## config.mk

```make
export PLATFORM = sky130hd
export DESIGN_NAME = mgm_front
export DESIGN_NICKNAME = d
export VERILOG_FILES = /design/src/rtl/core/mgm_pkg.sv /design/src/rtl/core/mgm_front.sv
export SDC_FILE = /design/constraint.sdc
export NUM_CORES = 1
export LEC_CHECK = 0
export BUFFER_PORTS_ARGS = -buffer_cell sky130_fd_sc_hd__buf_2
export CORE_AREA = 2 2 134 97
export DETAILED_ROUTE_END_ITERATION = 7
export DIE_AREA = 0 0 136 99
export HOLD_SLACK_MARGIN = 0.05
export PLACE_DENSITY = 0.84
export SLEW_MARGIN = 20
export SYNTH_ARGS = -nofsm -noshare
export SYNTH_HDL_FRONTEND = slang
export SYNTH_SLANG_ARGS = --single-unit
```

## constraint.sdc

```tcl
create_clock -name clk -period 11.6 [get_ports clk]
set_input_delay 1.74 -clock clk [delete_from_list [all_inputs] [get_ports clk]]
set_output_delay 1.74 -clock clk [all_outputs]
set_load 0.1 [all_outputs]
```

## src/rtl/core/mgm_pkg.sv

```systemverilog
// mixer package: payload structs, command codes, gain entry layout
// no dependencies
package mgm_pkg;

  localparam int OBJECTS      = 16;
  localparam int OUT_CHANNELS = 16;
  localparam int ENTRY_AW     = 8;
  localparam int ENTRIES      = 256;
  localparam int GAIN_W       = 24;
  localparam int REM_W        = 16;
  localparam int ACC_W        = 48;
  localparam int SIB_W        = 5;
  localparam int SNAP_UNITS   = 420;
  localparam logic [3:0] LFE_CHANNEL = 4'd3;

  localparam logic [1:0] CMD_SET_GAIN = 2'd0;
  localparam logic [1:0] CMD_SET_MAP  = 2'd1;
  localparam logic [1:0] CMD_SAMPLE   = 2'd2;
  localparam logic [1:0] CMD_NONE     = 2'd3;

  localparam logic CFG_ACTIVE = 1'b0;
  localparam logic CFG_LFE    = 1'b1;

  localparam logic [1:0] OP_GAIN   = 2'd0;
  localparam logic [1:0] OP_MAP    = 2'd1;
  localparam logic [1:0] OP_SAMPLE = 2'd2;

  typedef struct packed {
    logic [1:0]         command;
    logic [4:0]         object;
    logic [3:0]         channel;
    logic signed [23:0] target_gain;
    logic [19:0]        ramp_duration;
    logic [3:0]         standard_index;
    logic signed [23:0] sample;
    logic               frame_end;
  } mix_in_t;

  typedef struct packed {
    logic [3:0]         out_channel;
    logic signed [31:0] out_value;
    logic               last;
  } mix_out_t;

  typedef struct packed {
    logic [1:0]         kind;
    logic [3:0]         obj;
    logic [3:0]         channel;
    logic signed [23:0] tgain;
    logic [15:0]        blocks;
    logic [3:0]         std_index;
    logic signed [23:0] sample;
    logic               add_obj;
    logic               add_lfe;
    logic               frame_end;
  } mix_op_t;

  typedef struct packed {
    logic signed [GAIN_W-1:0] cur;
    logic signed [GAIN_W-1:0] tgt;
    logic signed [GAIN_W-1:0] step;
    logic [REM_W-1:0]         rem;
  } gain_entry_t;

  localparam int ENTRY_W = $bits(gain_entry_t);

  function automatic logic signed [GAIN_W-1:0] sat_gain(input logic signed [25:0] v);
    logic signed [25:0] hi;
    logic signed [25:0] lo;
    hi = 26'sd8388607;
    lo = -26'sd8388608;
    if (v > hi) return hi[GAIN_W-1:0];
    else if (v < lo) return lo[GAIN_W-1:0];
    else return v[GAIN_W-1:0];
  endfunction

endpackage

```

## src/rtl/core/mgm_front.sv

```systemverilog
// front end: accepts items, drops no-ops and items with nothing to do, classifies into ops, two-deep queue
// uses mgm_pkg
module mgm_front
  import mgm_pkg::*;
(
  input  logic    clk,
  input  logic    rst_n,
  input  logic    in_valid,
  output logic    in_ready,
  input  mix_in_t in_data,
  input  logic [4:0] n_chan,
  input  logic    lfe_en,
  output logic    op_valid,
  output mix_op_t op_head,
  input  logic    op_pop
);

  mix_op_t     q_r [2];
  logic        wp_r;
  logic        rp_r;
  logic [1:0]  cnt_r;
  logic        keep;
  mix_op_t     op;
  logic [20:0] dur_sum;
  logic        push;

  assign dur_sum = {1'b0, in_data.ramp_duration} + 21'd15;

  always_comb begin
    op.kind      = OP_SAMPLE;
    op.obj       = 4'(in_data.object - 5'd1);
    op.channel   = in_data.channel;
    op.tgain     = in_data.target_gain;
    op.blocks    = dur_sum[20:5];
    op.std_index = in_data.standard_index;
    op.sample    = in_data.sample;
    op.add_obj   = 1'b0;
    op.add_lfe   = 1'b0;
    op.frame_end = in_data.frame_end;
    keep         = 1'b0;
    unique case (in_data.command)
      CMD_SET_GAIN: begin
        op.kind = OP_GAIN;
        keep = (in_data.object != 5'd0) && (in_data.object <= 5'(OBJECTS)) &&
               ({1'b0, in_data.channel} < n_chan);
      end
      CMD_SET_MAP: begin
        op.kind = OP_MAP;
        keep = 1'b1;
      end
      CMD_SAMPLE: begin
        op.add_lfe = (in_data.object == 5'd0) && lfe_en;
        op.add_obj = (in_data.object != 5'd0) && (in_data.object <= 5'(OBJECTS));
        keep = op.add_lfe || op.add_obj || in_data.frame_end;
      end
      default: keep = 1'b0;
    endcase
  end

  assign in_ready = (cnt_r != 2'd2);
  assign push     = in_valid && in_ready && keep;
  assign op_valid = (cnt_r != 2'd0);
  assign op_head  = q_r[rp_r];

  always_ff @(posedge clk) begin
    if (!rst_n) begin
      wp_r  <= 1'b0;
      rp_r  <= 1'b0;
      cnt_r <= '0;
    end else begin
      if (push) wp_r <= ~wp_r;
      if (op_pop) rp_r <= ~rp_r;
      cnt_r <= cnt_r + {1'b0, push} - {1'b0, op_pop};
    end
  end

  always_ff @(posedge clk) begin
    if (push) q_r[wp_r] <= op;
  end

endmodule

```

======== Word-level counts from Yosys, hierarchy flattened ========
Memories as Yosys holds them, arrays and structs flattened. A register that Yosys moved wholly into a read port is not among the register bits.
Cells that the tools add are included.
word-level totals
  register bits after elaboration ......... 4
  latch bits .............................. 0
  RAM bits ................................ 162
  memory bits (read-only) ................. 0
  output and inout port bits .............. 83
  word-level logic and storage cells ...... 33
  memories ................................ 1
memories
  memory  words  bits a word  rd ports  clocked after Yosys merged registers in  wr ports  line             RTL
  q_r     2      81           1         1                                        1         mgm_front.sv:18  mix_op_t q_r [2];
operators by class
  add/sub/neg operators ................... 4
  multipliers ............................. 0
  div/mod/pow operators ................... 0
  $lt $le $gt $ge ......................... 2
  equality and inequality tests ........... 3
  shift operators ......................... 0
  mux-type cells .......................... 7
  bitwise logic cells ..................... 2
  reduce and logical (&&, ||, !) cells .... 11
operators with widths
  operator                                               number
  adder 20 x 4 -> 21 bit, second input constant          1
  less-or-equal comparator 5 bit, second input constant  1
  logical AND 1 bit                                      5
  zero test 5 bit                                        1
  less-than comparator 4 x 5 -> 1 bit                    1
  nonzero test 5 bit                                     1
  two-way mux 1 bit                                      4
  one-hot mux 2 bit (2 select lines)                     1
  subtractor 4 x 1 -> 4 bit, second input constant       1
  one-hot mux 1 bit (3 select lines)                     1
  adder 2 x 1 -> 2 bit                                   1
  equality test 2 x 1 -> 1 bit, second input constant    1
  equality test 2 bit, second input constant             1
  zero test 2 bit                                        1
  logical OR 1 bit                                       2
  two-way mux 2 bit                                      1
  inequality test 2 bit, second input constant           1
  NOT 1 bit                                              2
  nonzero test 2 bit                                     1
  subtractor 2 x 1 -> 2 bit                              1

======== Logic depth before layout (Yosys ltp) ========
  depth in word-level cells ............... 8
  depth in mapped cells ................... 14

======== Least setup slack after synthesis ========
No wires, ideal clock.
  kind .................................... input to register
  start ................................... input port in_data[77] (netlist bit)
  end ..................................... memory q_r[0][0] (netlist bit), enable pin
  library setup time ...................... 522 ps
  arrival ................................. 6,283 ps
  required time ........................... 11,078 ps
  path slack .............................. 4,796 ps
  stages .................................. 9
  buffers on the path ..................... 0
  cells stage by stage .................... inv_1 ha_1 nor3b_1 ha_1 inv_1 o21ai_0 o2111a_1 inv_1 nor2_1
between the ends
  cells in the longest elaborated chain, start to end .. 8
  elaborated cells between the ends (all ways) .. 12
  classes of those cells .................. order compare: 1; mux: 3; reduce/logical: 8
ends and longest elaborated chain
  element                                                 line                                               RTL
  start, declared                                         mgm_front.sv:10                                    input mix_in_t in_data,
  less-or-equal comparator 5 bit (tied with other cells)  mgm_front.sv:44, mgm_front.sv:53
  logical AND 1 bit, on equally long branches             mgm_front.sv:44, mgm_front.sv:53, mgm_front.sv:52
  logical OR 1 bit (2 in a row)                           mgm_front.sv:54                                    keep = op.add_lfe || op.add_obj || in_data.frame_end;
  one-hot mux 1 bit (3 select lines) (*)                  mgm_front.sv:41                                    unique case (in_data.command)
  logical AND 1 bit (*)                                   mgm_front.sv:61                                    assign push = in_valid && in_ready && keep;
  two-way mux 1 bit (*)                                   mgm_front.sv:78                                    if (push) q_r[wp_r] <= op;
  two-way mux 1 bit (implied by the code) (*)             mgm_front.sv:78
  end, declared                                           mgm_front.sv:18
Every way passes the cells marked *; elsewhere a longest branch is shown, timed or not.

======== Worst setup path after layout ========
  start ................................... input port in_data[77] (netlist bit)
  end ..................................... memory q_r[0][79] (netlist bit), enable pin
Same word-level chain as after synthesis.

==> out/summary.txt <==
Fin Setup TNS = 0 ns
Final worst-path cycle share = 0.402
Row cnt = 34
Core area = 12200 um2
Synth top area cells = edfxtp_1 (74%), mux2_2 (14%), xnor2_1 (1.6%)
Syn Nets = 451
Worst slack, placed = 6.52 ns
Worst hold start = wp_r
FF+latch count, synth = 167
Worst-Margin Slew = 1.04 ns
PwrDens = 209 nW/um2
Post-synth top flop = edfxtp_1
Relative slew slack = 0.304
Total gr overflow = 0
Die Wd = 136 um
HP Class = register to register
# IOs = 177
Number of global-route vias before repair = 3741
Clk pin slew, worst setup/hold paths = 0.06 ns
Crit path kind = primary input to register
Fraction of layout cells with a size suffix above 1 = 0.542
Initial antenna violation count = 1
Startpoint types = primary input
DRT Pass-1 Iters = 4
Pin count of the biggest net entering global routing = 82
First DRT Iteration DRCs = 243
CTS Buf Count = 17
Part of the Yosys area used for sequential elements = 0.753
Clock skew = 0.0110 ns
Data arrival, critical path = 4.70 ns
Endpoints failing setup = 0
Final min period = 4.67 ns
Cells after Synth = 350
Post-DP HPWL = 8270 um
# DRC = 0
Die area = 13500 um2
# Post-CTS Setup Buffers = 0
Slew Viols, Final = 0
Synth Warn # = 0
Cell taking the most area after synthesis = edfxtp_1
Top cell type's share of synthesized area = 0.738
First-pass GRT wire length = 18900 um
Status = completed
RSZ-0062 raised after global routing = false
Layout area overhead = 25.0%
Leak Pwr = 0.00312 uW
Nets = 639
# H-tree levels = 4
Achievable Freq = 214 MHz
Routed vias = 3695
Max-cap violations = 0
Reg2Reg Launch Point = cnt_r[0]
DR vias/cell = 5.18
Root Buffer = clkbuf_16
CTS Hold Bufs = 0
Worst setup margin = 6.93 ns
Clock Latency Late Sink = 0.41 ns
Avg WL per Cell = 17.4 um
Final non-filler cell area = 8240 um2
Routed Antenna Nets = 0
Post-Route WL = 12400 um
Port bufs = 176
CP endpoint kind = register
Endpoints failing hold = 0
CTS Buffer Depth = 2
Worst reg-to-reg setup slack = 8.79 ns
Die Y = 99 um
Number of cells upsized or downsized after cts = 0
Sink Count = 167
Max IR drop VDD = 0.000116 V
Crit-path max FO = 46
Fraction of registers with async set/reset = 0
Syn Area/Cell = 18.8 um2
Initial Utilization = 0.542
Pwr Total = 1730 uW
Final GP Congestion = 0.777
Area of the mapped netlist = 6590 um2
Unique masters post-synth = 30
GRT Util Overall = 0.190
Critical Path RT = 11.64 ns
Post-DP Area = 7650 um2
CTS tree = yes
EDFF count, synth = 162
Setup crit start = in_data[77]
power by group:
part / internal, uW / switching, uW / total [uW]
clock network: 296 / 223 / 519
registers: 720 / 17.0 / 737
logic: 88.3 / 381 / 469
total: 1100 / 621 / 1730
critical path, stage by stage:
cell	delay, ns
buf_2	0.11
inv_1	0.08
ha_1	0.19
nor3b_1	0.24
ha_1	0.22
a211oi_1	0.07
o21ai_0	0.19
o2111a_1	0.27
inv_1	0.11
nor2_4	0.79
buf_4	0.66
state kept, by name, summed over array words and instances, names as in the netlist, named ones only:
| register | flops |
|---|---|
| cnt_r | 2 |
| rp_r | 1 |
| wp_r | 1 |
| q_r | 162 |
cells in the final DEF (no fill, tap or decap), drive strengths merged:
master,n
a211oi,2
and2,6
and3,2
and3b,1
and4b,1
buf,179
bufinv,1
clkbuf,17
clkinv,8
clkinvlp,1
dfxtp,5
diode,1
edfxtp,162
ha,7
inv,15
mux2,81
mux2i,1
nand2,11
nand2b,4
nand3,5
nand4,2
nor2,4
nor2b,2
nor3,3
nor3b,2
nor4,3
o2111a,1
o2111ai,1
o21ai,2
or2,1
xnor2,12
xor2,8
synth_stat cells, types with 2 or more instances:
cell type  instances
a211oi_1           2
and2_1             6
and3_1             2
buf_2              8
clkbuf_1           2
dfxtp_1            5
edfxtp_1         162
ha_1               7
inv_1             11
mux2_2            81
nand2_1           11
nand2b_1           4
nand3_1            5
nor2_1             4
nor2b_1            2
nor3_1             3
nor3b_1            2
nor4_4             2
o21ai_0            2
xnor2_1           12
xor2_1             8
kinds of logic (layout without fill, tap and decap cells):
kind of cell | after synthesis | after routing | synth area share
adders and majority gates | 7 | 7 | 0.0133
and+or+nand+nor | 47 | 47 | 0.0465
other | 0 | 1 | 0
xor gates and xnor gates | 20 | 20 | 0.0266
muxes | 82 | 82 | 0.140
DFF | 167 | 167 | 0.753
AOI/OAI and AO/OA | 6 | 6 | 0.00683
buffers and inverters | 21 | 221 | 0.0135
layout make-up:
cell class                      count  area (um2)
Multi-Input combinational cell    162        1550
Antenna cell                        1        2.50
Tap cell                          162         203
Timing Repair Buffer              179         928
Fill cell                         879        3930
Sequential cell                   167        4970
Clock buffer                       17         425
Inverter                           11        41.3
Clock inverter                     14         125
metal layers:
| metal | track usage | vias to the layer above | wire, um |
|---|---|---|---|
| li1 | - | 1721 | - |
| met1 | 0.240 | 1806 | 5100 |
| met2 | 0.313 | 155 | 6060 |
| met3 | 0.0586 | 13 | 1070 |
| met4 | 0.0689 | 0 | 163 |
| met5 | 0 | - | 0 |
path summary, 6_finish.rpt:
path           endpoint  cells after the start
max          q_r[0][79]                     11
min                wp_r                      2
max reg2reg  q_r[0][79]                      6
min reg2reg        wp_r                      2
stage by stage:
stage / utilization / instances / hold slack (ns)
2_1_floorplan: - / 350 / 0.451
3_3_place_gp: 0.629 / 679 / 0.505
3_5_place_dp: 0.629 / 679 / 0.519
4_1_cts: 0.674 / 710 / 0.535
5_1_grt: 0.677 / 712 / 0.582
6_report: 0.677 / 713 / 0.533
(Power assumes the default switching activity.)
